--- src/design/sdag_pkg.sv ---
`timescale 1ns / 1ps

package sdag_pkg;

  localparam int LOCAL_W  = 13;
  localparam int DRAM_W   = 24;
  localparam int DWORD_W  = 23;
  localparam int LEN_W    = 12;
  localparam int ROWS_W   = 8;
  localparam int SKIP_W   = 12;
  localparam int ROWB_W   = 13;

  localparam logic       OP_START = 1'b0;
  localparam logic       OP_STEP  = 1'b1;
  localparam logic [12:0] PAGE_SIZE = 13'h1000;
  localparam logic [12:0] WORD_BYTES = 13'd4;

  // one classified item as it sits in the queue
  typedef struct packed {
    logic                is_start;
    logic [LOCAL_W-1:0]  local_ptr;
    logic [DRAM_W-1:0]   dram_ptr;
    logic [ROWB_W-1:0]   row_bytes;
    logic [ROWS_W-1:0]   rows_left;
    logic [SKIP_W-1:0]   skip_bytes;
    logic                direction;
  } sdag_item_t;

endpackage

--- src/design/sdag_front.sv ---
`timescale 1ns / 1ps

module sdag_front import sdag_pkg::*; (
  input  logic                in_operation,
  input  logic [LOCAL_W-1:0]  in_local_address,
  input  logic [DRAM_W-1:0]   in_dram_address,
  input  logic [LEN_W-1:0]    in_row_length_minus_one,
  input  logic [ROWS_W-1:0]   in_row_count_minus_one,
  input  logic [SKIP_W-1:0]   in_row_skip,
  input  logic                in_to_dram,
  output sdag_item_t          item
);

  logic [LOCAL_W-1:0] lp_aligned;
  logic [ROWB_W-1:0]  len_raw;
  logic [ROWB_W-1:0]  len_round;
  logic [ROWB_W-1:0]  page_off;
  logic [ROWB_W:0]    page_end;

  always_comb begin
    lp_aligned = {in_local_address[LOCAL_W-1:2], 2'b00};
    len_raw    = {1'b0, in_row_length_minus_one} + ROWB_W'(1);
    len_round  = (len_raw + ROWB_W'(7)) & ~ROWB_W'(7);
    page_off   = {1'b0, lp_aligned[11:0]};
    page_end   = {1'b0, page_off} + {1'b0, len_round};

    item.is_start   = (in_operation == OP_START);
    item.local_ptr  = lp_aligned;
    item.dram_ptr   = {in_dram_address[DRAM_W-1:3], 3'b000};
    // first row may not run past the 4 KiB page
    if (page_end > {1'b0, PAGE_SIZE}) begin
      item.row_bytes = PAGE_SIZE - page_off;
    end else begin
      item.row_bytes = len_round;
    end
    item.rows_left  = in_row_count_minus_one;
    item.skip_bytes = in_row_skip;
    item.direction  = in_to_dram;
  end

endmodule

--- src/design/sdag_queue.sv ---
`timescale 1ns / 1ps

module sdag_queue import sdag_pkg::*; #(
  parameter int DEPTH = 4
) (
  input  logic       clk,
  input  logic       rst_n,
  input  logic       push,
  input  sdag_item_t push_item,
  output logic       full,
  input  logic       pop,
  output logic       not_empty,
  output sdag_item_t head_item
);

  localparam int PTR_W = (DEPTH > 1) ? $clog2(DEPTH) : 1;
  localparam int CNT_W = $clog2(DEPTH + 1);

  sdag_item_t         mem_r [DEPTH];
  logic [PTR_W-1:0]   wr_ptr_r, wr_ptr_nxt;
  logic [PTR_W-1:0]   rd_ptr_r, rd_ptr_nxt;
  logic [CNT_W-1:0]   count_r, count_nxt;
  logic               do_push, do_pop;

  assign full      = (count_r == CNT_W'(DEPTH));
  assign not_empty = (count_r != '0);
  assign head_item = mem_r[rd_ptr_r];
  assign do_push   = push && !full;
  assign do_pop    = pop && not_empty;

  always_comb begin
    wr_ptr_nxt = wr_ptr_r;
    rd_ptr_nxt = rd_ptr_r;
    count_nxt  = count_r;
    if (do_push) begin
      wr_ptr_nxt = (wr_ptr_r == PTR_W'(DEPTH - 1)) ? '0 : wr_ptr_r + PTR_W'(1);
    end
    if (do_pop) begin
      rd_ptr_nxt = (rd_ptr_r == PTR_W'(DEPTH - 1)) ? '0 : rd_ptr_r + PTR_W'(1);
    end
    if (do_push && !do_pop) begin
      count_nxt = count_r + CNT_W'(1);
    end else if (do_pop && !do_push) begin
      count_nxt = count_r - CNT_W'(1);
    end
  end

  always_ff @(posedge clk) begin
    if (!rst_n) begin
      wr_ptr_r <= '0;
      rd_ptr_r <= '0;
      count_r  <= '0;
    end else begin
      wr_ptr_r <= wr_ptr_nxt;
      rd_ptr_r <= rd_ptr_nxt;
      count_r  <= count_nxt;
    end
  end

  always_ff @(posedge clk) begin
    if (do_push) begin
      mem_r[wr_ptr_r] <= push_item;
    end
  end

endmodule

--- src/design/sdag_back.sv ---
`timescale 1ns / 1ps

module sdag_back import sdag_pkg::*; (
  input  logic                clk,
  input  logic                rst_n,
  input  logic                item_valid,
  input  sdag_item_t          item,
  output logic                item_take,
  output logic                out_valid,
  input  logic                out_stall,
  output logic                out_transfer_valid,
  output logic                out_direction_out,
  output logic [DWORD_W-1:0]  out_dram_word_address,
  output logic [LOCAL_W-1:0]  out_local_word_address,
  output logic                out_last_word,
  output logic [LOCAL_W-1:0]  out_local_pointer,
  output logic [DRAM_W-1:0]   out_dram_pointer
);

  logic               busy_r, busy_nxt;
  logic               dir_r, dir_nxt;
  logic [ROWB_W-1:0]  row_bytes_r, row_bytes_nxt;
  logic [SKIP_W-1:0]  skip_r, skip_nxt;
  logic [ROWS_W-1:0]  rows_r, rows_nxt;
  logic [ROWB_W-1:0]  off_r, off_nxt;
  logic [LOCAL_W-1:0] lptr_r, lptr_nxt;
  logic [DRAM_W-1:0]  dptr_r, dptr_nxt;

  logic               ovalid_r;
  logic               tv_r, tv_nxt;
  logic [DWORD_W-1:0] dword_r, dword_nxt;
  logic [LOCAL_W-1:0] lword_r, lword_nxt;
  logic               last_r, last_nxt;

  logic [ROWB_W-1:0]  off_inc;

  assign item_take = item_valid && (!ovalid_r || !out_stall);

  always_comb begin
    busy_nxt      = busy_r;
    dir_nxt       = dir_r;
    row_bytes_nxt = row_bytes_r;
    skip_nxt      = skip_r;
    rows_nxt      = rows_r;
    off_nxt       = off_r;
    lptr_nxt      = lptr_r;
    dptr_nxt      = dptr_r;
    tv_nxt        = 1'b0;
    dword_nxt     = '0;
    lword_nxt     = '0;
    last_nxt      = 1'b0;
    off_inc       = off_r + WORD_BYTES;

    if (item.is_start) begin
      // a start drops whatever transfer is running
      busy_nxt      = 1'b1;
      dir_nxt       = item.direction;
      row_bytes_nxt = item.row_bytes;
      skip_nxt      = item.skip_bytes;
      rows_nxt      = item.rows_left;
      off_nxt       = '0;
      lptr_nxt      = item.local_ptr;
      dptr_nxt      = item.dram_ptr;
    end else if (busy_r) begin
      tv_nxt    = 1'b1;
      dword_nxt = ({dptr_r[DWORD_W-1:2], 2'b00} + {{(DWORD_W-ROWB_W){1'b0}}, off_r})
                  & ~DWORD_W'(3);
      lword_nxt = ({lptr_r[LOCAL_W-1:2], 2'b00} + off_r) & ~LOCAL_W'(3);
      off_nxt   = off_inc;
      if (off_inc >= row_bytes_r) begin
        last_nxt = (rows_r == '0);
        dptr_nxt = dptr_r + {{(DRAM_W-ROWB_W){1'b0}}, row_bytes_r}
                          + {{(DRAM_W-SKIP_W){1'b0}}, skip_r};
        lptr_nxt = lptr_r + row_bytes_r;
        off_nxt  = '0;
        if (rows_r == '0) begin
          busy_nxt = 1'b0;
        end else begin
          rows_nxt = rows_r - ROWS_W'(1);
        end
      end
    end
  end

  always_ff @(posedge clk) begin
    if (!rst_n) begin
      busy_r      <= 1'b0;
      dir_r       <= 1'b0;
      row_bytes_r <= '0;
      skip_r      <= '0;
      rows_r      <= '0;
      off_r       <= '0;
      lptr_r      <= '0;
      dptr_r      <= '0;
      ovalid_r    <= 1'b0;
    end else begin
      if (item_take) begin
        busy_r      <= busy_nxt;
        dir_r       <= dir_nxt;
        row_bytes_r <= row_bytes_nxt;
        skip_r      <= skip_nxt;
        rows_r      <= rows_nxt;
        off_r       <= off_nxt;
        lptr_r      <= lptr_nxt;
        dptr_r      <= dptr_nxt;
        ovalid_r    <= 1'b1;
      end else if (!out_stall) begin
        ovalid_r    <= 1'b0;
      end
    end
  end

  always_ff @(posedge clk) begin
    if (item_take) begin
      tv_r    <= tv_nxt;
      dword_r <= dword_nxt;
      lword_r <= lword_nxt;
      last_r  <= last_nxt;
    end
  end

  assign out_valid              = ovalid_r;
  assign out_transfer_valid     = tv_r;
  assign out_direction_out      = dir_r;
  assign out_dram_word_address  = dword_r;
  assign out_local_word_address = lword_r;
  assign out_last_word          = last_r;
  assign out_local_pointer      = lptr_r;
  assign out_dram_pointer       = dptr_r;

endmodule

--- src/design/strided_dma_address_generator_unit.sv ---
`timescale 1ns / 1ps

// channel  | handshake          | payload
// in       | in_valid/in_stall  | operation, addresses, row shape, to_dram
// out      | out_valid/out_stall| transfer flag, direction, word addresses, last, pointers
//
// one word per cycle while out_stall is low and the queue holds an item; each item is
// written to the queue at acceptance; its result is registered in the back end output
// register when taken; back end pointers update once per word, which sets the rate
// rst_n is synchronous, active low, and clears the queue and sequencer state
// in_stall rises only when the queue is full; out_stall holds the output word
// and the back end, while the front keeps filling the queue

module strided_dma_address_generator_unit import sdag_pkg::*; #(
  parameter int QUEUE_DEPTH = 4
) (
  input  logic                clk,
  input  logic                rst_n,
  input  logic                in_valid,
  output logic                in_stall,
  input  logic                in_operation,
  input  logic [LOCAL_W-1:0]  in_local_address,
  input  logic [DRAM_W-1:0]   in_dram_address,
  input  logic [LEN_W-1:0]    in_row_length_minus_one,
  input  logic [ROWS_W-1:0]   in_row_count_minus_one,
  input  logic [SKIP_W-1:0]   in_row_skip,
  input  logic                in_to_dram,
  output logic                out_valid,
  input  logic                out_stall,
  output logic                out_transfer_valid,
  output logic                out_direction_out,
  output logic [DWORD_W-1:0]  out_dram_word_address,
  output logic [LOCAL_W-1:0]  out_local_word_address,
  output logic                out_last_word,
  output logic [LOCAL_W-1:0]  out_local_pointer,
  output logic [DRAM_W-1:0]   out_dram_pointer
);

  sdag_item_t front_item;
  sdag_item_t head_item;
  logic       q_full;
  logic       q_not_empty;
  logic       q_pop;

  assign in_stall = q_full;

  sdag_front u_front (
    .in_operation            (in_operation),
    .in_local_address        (in_local_address),
    .in_dram_address         (in_dram_address),
    .in_row_length_minus_one (in_row_length_minus_one),
    .in_row_count_minus_one  (in_row_count_minus_one),
    .in_row_skip             (in_row_skip),
    .in_to_dram              (in_to_dram),
    .item                    (front_item)
  );

  sdag_queue #(
    .DEPTH (QUEUE_DEPTH)
  ) u_queue (
    .clk       (clk),
    .rst_n     (rst_n),
    .push      (in_valid),
    .push_item (front_item),
    .full      (q_full),
    .pop       (q_pop),
    .not_empty (q_not_empty),
    .head_item (head_item)
  );

  sdag_back u_back (
    .clk                    (clk),
    .rst_n                  (rst_n),
    .item_valid             (q_not_empty),
    .item                   (head_item),
    .item_take              (q_pop),
    .out_valid              (out_valid),
    .out_stall              (out_stall),
    .out_transfer_valid     (out_transfer_valid),
    .out_direction_out      (out_direction_out),
    .out_dram_word_address  (out_dram_word_address),
    .out_local_word_address (out_local_word_address),
    .out_last_word          (out_last_word),
    .out_local_pointer      (out_local_pointer),
    .out_dram_pointer       (out_dram_pointer)
  );

endmodule

--- config.mk ---
export PLATFORM = sky130hd
export DESIGN_NAME = strided_dma_address_generator_unit
export DESIGN_NICKNAME = d
export VERILOG_FILES = /design/src/design/sdag_pkg.sv /design/src/design/sdag_front.sv /design/src/design/sdag_queue.sv /design/src/design/sdag_back.sv /design/src/design/strided_dma_address_generator_unit.sv
export SDC_FILE = /design/constraint.sdc
export NUM_CORES = 1
export LEC_CHECK = 0
export BUFFER_PORTS_ARGS = -buffer_cell sky130_fd_sc_hd__buf_4
export CORE_ASPECT_RATIO = 0.75
export CORE_MARGIN = 5
export CORE_UTILIZATION = 28
export CTS_BUF_LIST = sky130_fd_sc_hd__clkbuf_4 sky130_fd_sc_hd__clkbuf_8
export DETAILED_ROUTE_END_ITERATION = 7
export PLACE_DENSITY_LB_ADDON = 0.12
export SLEW_MARGIN = 20
export SYNTH_ARGS = -nofsm -noshare
export SYNTH_HDL_FRONTEND = slang
export SYNTH_SLANG_ARGS = --single-unit
--- constraint.sdc ---
create_clock -name clk -period 4.6 [get_ports clk]
set_clock_uncertainty 0.2 [all_clocks]
set_input_delay 0.23 -clock clk [delete_from_list [all_inputs] [get_ports clk]]
set_output_delay 0.23 -clock clk [all_outputs]
set_load 0.03 [all_outputs]
After elaboration in Yosys (flattened, before gate mapping)

Memories as Yosys holds them, arrays and structs flattened. A register that Yosys moved wholly into a read port is not among the register bits.
Index checks and enable logic that the tools add are counted.

Input bits: 75
RAM bits: 268
Register bits after elaboration: 131
Memories: 1
Logic and storage cells: 95
Output and inout port bits: 78

Order comparisons: 2
Equal/unequal tests: 5
Reductions and logical operators: 22
Bitwise gates (word level): 3
Muxes and demuxes: 29
Add/subtract/negate cells: 15

Memories:

| memory        | depth | bits a word | read ports | clocked after Yosys merged registers in | write ports | RTL line         | text |
|---|---|---|---|---|---|---|---|
| u_queue.mem_r | 4     | 67          | 1          | 1                                       | 1           | sdag_queue.sv:19 | `sdag_item_t mem_r [DEPTH];` |

Operator list:

| kind                                                 | number |
|---|---|
| two-way mux 13 bit                                   | 7 |
| two-way mux 24 bit                                   | 3 |
| two-way mux 8 bit                                    | 4 |
| adder 13 bit                                         | 2 |
| adder 13 x 3 -> 13 bit, second input constant        | 2 |
| adder 24 x 12 -> 24 bit                              | 1 |
| adder 24 x 13 -> 24 bit                              | 1 |
| adder 23 x 13 -> 23 bit                              | 1 |
| adder 12 x 13 -> 14 bit                              | 1 |
| > comparator 14 x 13 -> 1 bit, second input constant | 1 |
| adder 12 x 1 -> 13 bit, second input constant        | 1 |
| >= comparator 13 bit                                 | 1 |
| subtractor 13 x 12 -> 13 bit, first input constant   | 1 |
| two-way mux 1 bit                                    | 9 |
| logical NOT 8 bit                                    | 1 |
| two-way mux 2 bit                                    | 4 |
| subtractor 8 x 1 -> 8 bit, second input constant     | 1 |
| two-way mux 3 bit                                    | 2 |
| nonzero test 2 bit                                   | 3 |
| logical AND 1 bit                                    | 5 |
| logical NOT 1 bit                                    | 5 |
| adder 2 x 1 -> 2 bit, second input constant          | 2 |
| equality test 2 bit, second input constant           | 2 |
| AND reduction 2 bit                                  | 2 |
| other kinds (12)                                     | 14 |

Longest topological paths before layout

Word-level depth: 7
Gate-level depth with buffers: 16

Cells and area by module

A second synthesis with hierarchy kept.

Cell total of the unflattened synthesis: 1499
Area total of the unflattened synthesis: 20076.8 um2

Modules (own cells, without submodules):

| module     | area an instance (um2) | cells each | instances | seq. area each (um2) |
|---|---|---|---|---|
| sdag_queue | 10949.3                | 427        | 1         | 8828.5 |
| sdag_back  | 7744.9                 | 897        | 1         | 2702.6 |
| sdag_front | 1382.6                 | 175        | 1         | 0.0 |

Worst setup path after synthesis

Ideal clock, no wire load.

Kind: input to register
From: input in_row_length_minus_one[3]
To: memory u_queue.mem_r[0][27] (netlist name), data pin
Data arrival time: 2.779 ns
Setup slack: 1.348 ns
Setup time: 0.273 ns
Stages: 12
Cells stage by stage: ha_1 nand3_1 xnor2_1 ha_1 o21ai_0 a21oi_1 or3_1 a2111oi_2 nand4_1 o211ai_2 nor2_4 mux2_1

RTL lines:

| item            | RTL line                                 | text |
|---|---|---|
| start, declared | strided_dma_address_generator_unit.sv:24 | `input logic [LEN_W-1:0] in_row_length_minus_one,` |
| end, declared   | sdag_queue.sv:19                         |  |

Worst setup path after layout

From: register u_back.off_r[2]
To: register u_back.dptr_r[23] (netlist: u_back.out_dram_pointer[23])

Longest elaborated chain between the ends: 4

RTL lines:

| item                                 | RTL line         | text |
|---|---|---|
| start, declared                      | sdag_back.sv:25  | `logic [ROWB_W-1:0] off_r, off_nxt;` |
| start signal, assigned               | sdag_back.sv:103 | `off_r <= off_nxt;` |
| adder 13 x 3 -> 13 bit               | sdag_back.sv:52  | `off_inc = off_r + WORD_BYTES;` |
| >= comparator 13 bit                 | sdag_back.sv:70  | `if (off_inc >= row_bytes_r) begin` |
| nonzero test 2 bit (no source line)  | -                |  |
| AND reduction 3 bit (no source line) | -                |  |
| end signal, assigned                 | sdag_back.sv:105 | `dptr_r <= dptr_nxt;` |
| end, declared                        | sdag_back.sv:27  | `logic [DRAM_W-1:0] dptr_r, dptr_nxt;` |

Every way passes these cells.
A chain may end at the register's enable or synchronous reset.

==> impl_metrics.csv <==
group,metric,value,unit
status,status,"completed",
layout,most-common-layout-cells,"edfxtp_1 (294), buf_4 (166), nand2_1 (114), nor2_1 (95), dfxtp_1 (87)",
route,drt_wl_total,51400,um
sta,fin_crit_sh,0.847,
sta,timing_hold_violations_final,0,
route,top_layer,"met4",
flow_run,drv_cap,0,
setup_path,cp.required,4.98,ns
sta,fmax,257,MHz
setup_path,rrSetupSlack,0.70,ns
global_routing,grt_max_degree,70,
setup_path,r2r-end,"u_back.out_dram_pointer[23]",
power_and_ir_drop,p_total,13.9,mW
route,route.met3.wl,2890,um
place,gp_congestion,0.833,
power_and_ir_drop,p_comb_frac,0.393,
route,wl_per_cell,20.4,um
power_and_ir_drop,pwr-share-clk,0.242,
sta,layout_setup_ws,0.704,ns
global_routing,grt_overflow,0,
setup_path,crit_path_end_kind,"flop",
power_and_ir_drop,powerDensity,623,nW/um2
power_and_ir_drop,leakage,8.17,nW
die,core_area,63600,um2
clocking,cts_buffer_depth,3,
route,drc,0,
min_path,hold_class,"primary input to flop",
setup_path,critical_path_class,"flop to flop",
place,placed_cells,2331,
sta,drv_slew,0,
die,die_h,229,um
yosys,synth_edf_count,294,
setup_path,r2r-start,"u_back.off_r[2]",
die,ios,153,
yosys,ys_warn_count,0,
yosys,synth_top_flop_cell,"edfxtp_1",
die,die_w,303,um
power_and_ir_drop,p_sw,5.45,mW
route,drt_iter0_markers,672,
yosys,syn_area,18000,um2
power_and_ir_drop,p_sw_frac,0.393,
sta,relSlewSlack,0.389,
global_routing,antenna_found_initial,0,
place,dp_slack,0.753,ns
sta,rsz0062_at_grt,"no",
layout,layout_commonest_cell,"edfxtp_1",
yosys,syn_area_per_cell,13.3,um2
layout,final_util,0.350,
setup_path,arrival,4.28,ns
route,drtAntennaViolNets,0,
place,dp_hpwl,35300,um
layout,fillerInstances,6279,
layout,stdcell_count,2522,
clocking,cts.sinks,383,
yosys,synth_seq_area_share,0.590,
power_and_ir_drop,p_seq_frac,0.365,
die,rows,80,
clocking,path_clk_slew,0.06,ns
place,dpl_cell_area,20200,um2
global_routing,grt_pass1_vias,12000,
clocking,cts-root-buf,"clkbuf_8",
sta,finalSetupViolCount,0,
place,port_buffers,138,
global_routing,grt_pass1_wl,76900,um
power_and_ir_drop,vdd_drop_max,0.264,mV
sta,worst_pin_slew,0.916,ns
setup_path,cp_max_fo,14,
sta,fin_crit,3.90,ns
die,initial_utilization,0.283,
clocking,clkLatencyLatePin,0.64,ns
route,viasPerCell,4.69,
sta,fin_setup_tns,0,ns
yosys,synth_cell_type_count,68,
setup_path,crit_path_start,"u_back.off_r[2]",
yosys,syn_inst,1355,
clocking,cts_tree,"yes",
setup_path,crit_end,"u_back.out_dram_pointer[23]",
clocking,cts_buffers,68,
route,route.vias.total,11800,
global_routing,grt_use_total,0.147,
route,wl_met1,24800,um
layout,fin_area,22200,um2
clocking,ctsResizeCount,0,
power_and_ir_drop,power.internal,8.40,mW
layout,nets,1775,
yosys,async_reset_ff_frac,0,
route,route.met2.wl,22500,um
route,drtPass1Iterations,5,
layout,area_delta_synth_final,23.7,%
sta,holdWs,0.0915,ns
clocking,htree_num_levels,3,
yosys,yosys_register_bits,383,
die,die_area,69400,um2
layout,drive_gt1_frac,0.228,
setup_path,rr_worst_depth,13,
setup_path,cp-start-kind,"flop",
routing by layer:
| layer | vias up | track usage |
|---|---|---|
| met3 | 78 | 0.0369 |
| met5 | - | 0 |
| li1 | 5669 | - |
| met1 | 5798 | 0.210 |
| met4 | 0 | 0.0390 |
| met2 | 285 | 0.222 |
final cells by class:
type,instances,area [um2],share of cell area
multi-input cells,877,7000,0.315
well taps,861,1080,0.0485
diodes,1,2.50,0.000113
repair buffers,233,1950,0.0876
inverters,41,154,0.00692
clock inverters,25,198,0.00889
clock buffers,101,1240,0.0558
flip-flops and latches,383,10600,0.477
power groups by stage:
| stage | clock network (mW) | logic (mW) | registers, mW |
|---|---|---|---|
| 2_1_floorplan | 0 | 3.11 | 5.39 |
| 3_3_place_gp | 0 | 5.46 | 5.14 |
| 3_5_place_dp | 0 | 5.48 | 5.15 |
| 4_1_cts | 3.49 | 5.54 | 5.08 |
| 5_1_grt | 3.65 | 5.97 | 5.15 |
| 6_report | 3.35 | 5.44 | 5.06 |
synthesized netlist by cell type (all sizes together) (21+ instances only):
cell type | instances | area [um2]
nand2 | 114 | 428
dfxtp | 89 | 1780
nor2 | 97 | 372
inv | 40 | 150
o21ai | 51 | 255
ha | 80 | 1000
xor2 | 34 | 298
nand3 | 31 | 155
mux4 | 64 | 1440
clkbuf | 37 | 139
a21oi | 83 | 415
buf | 22 | 113
a211oi | 25 | 193
edfxtp | 294 | 8830
nor3 | 41 | 210
xnor2 | 37 | 324
a21o | 21 | 158
worst min path at each step:
stage | startpoint | endpoint | slack, ns | depth (start not counted)
6_report | in_row_length_minus_one[5] | u_queue.mem_r[2][26] | 0.09 | 3
2_1_floorplan | in_to_dram | u_queue.mem_r[0][0] | 0.13 | 0
4_1_cts | in_row_length_minus_one[5] | u_queue.mem_r[2][26] | 0.02 | 3
3_3_place_gp | in_dram_address[6] | u_queue.mem_r[0][37] | 0.23 | 1
5_1_grt | in_row_length_minus_one[5] | u_queue.mem_r[1][26] | 0.04 | 3
3_5_place_dp | in_dram_address[16] | u_queue.mem_r[3][47] | 0.23 | 1
cells by family (layout without fill, tap and decap cells):
kind of cell    after synthesis  in the layout  share of synthesized area
buf+inv                     100            400                     0.0226
simple gates                368            368                     0.0961
fa+ha+maj                    96             96                     0.0735
flops                       383            383                      0.590
xor+xnor                     71             71                     0.0346
other cells                   1              7                   0.000209
mux                          79             79                     0.0909
compound gates              257            257                     0.0918
critical path: stages, from the launching register on:
cell and delay (ns):
dfxtp_1 0.50, ha_1 0.29, nand3_1 0.15, inv_1 0.11, nand3_1 0.18, nor2_1 0.18, xor2_1 0.27, ha_1 0.25
or2_2 0.26, nor2_1 0.06, nor2_1 0.13, nand2_1 0.38, or4b_2 0.78, nand3_1 0.10
what timing repair did:
item / in CTS / in global routing
hold buffers: 64 / 0
setup buffers: 0 / 0
hold endpoints to repair: 285 / 0
state kept, by name, summed over array words and instances, names as in the netlist, named ones only:
name	count
u_back.busy_r	1
u_back.off_r	11
u_back.out_direction_out	1
u_back.out_dram_pointer	24
u_back.out_dram_word_address	21
u_back.out_last_word	1
u_back.out_local_pointer	11
u_back.out_local_word_address	11
u_back.out_transfer_valid	1
u_back.out_valid	1
u_back.row_bytes_r	11
u_back.rows_r	8
u_back.skip_r	12
u_queue.count_r	3
u_queue.mem_r	260
u_queue.rd_ptr_r	2
u_queue.wr_ptr_r	2
No activity file was read; power rests on OpenSTA's default activity.
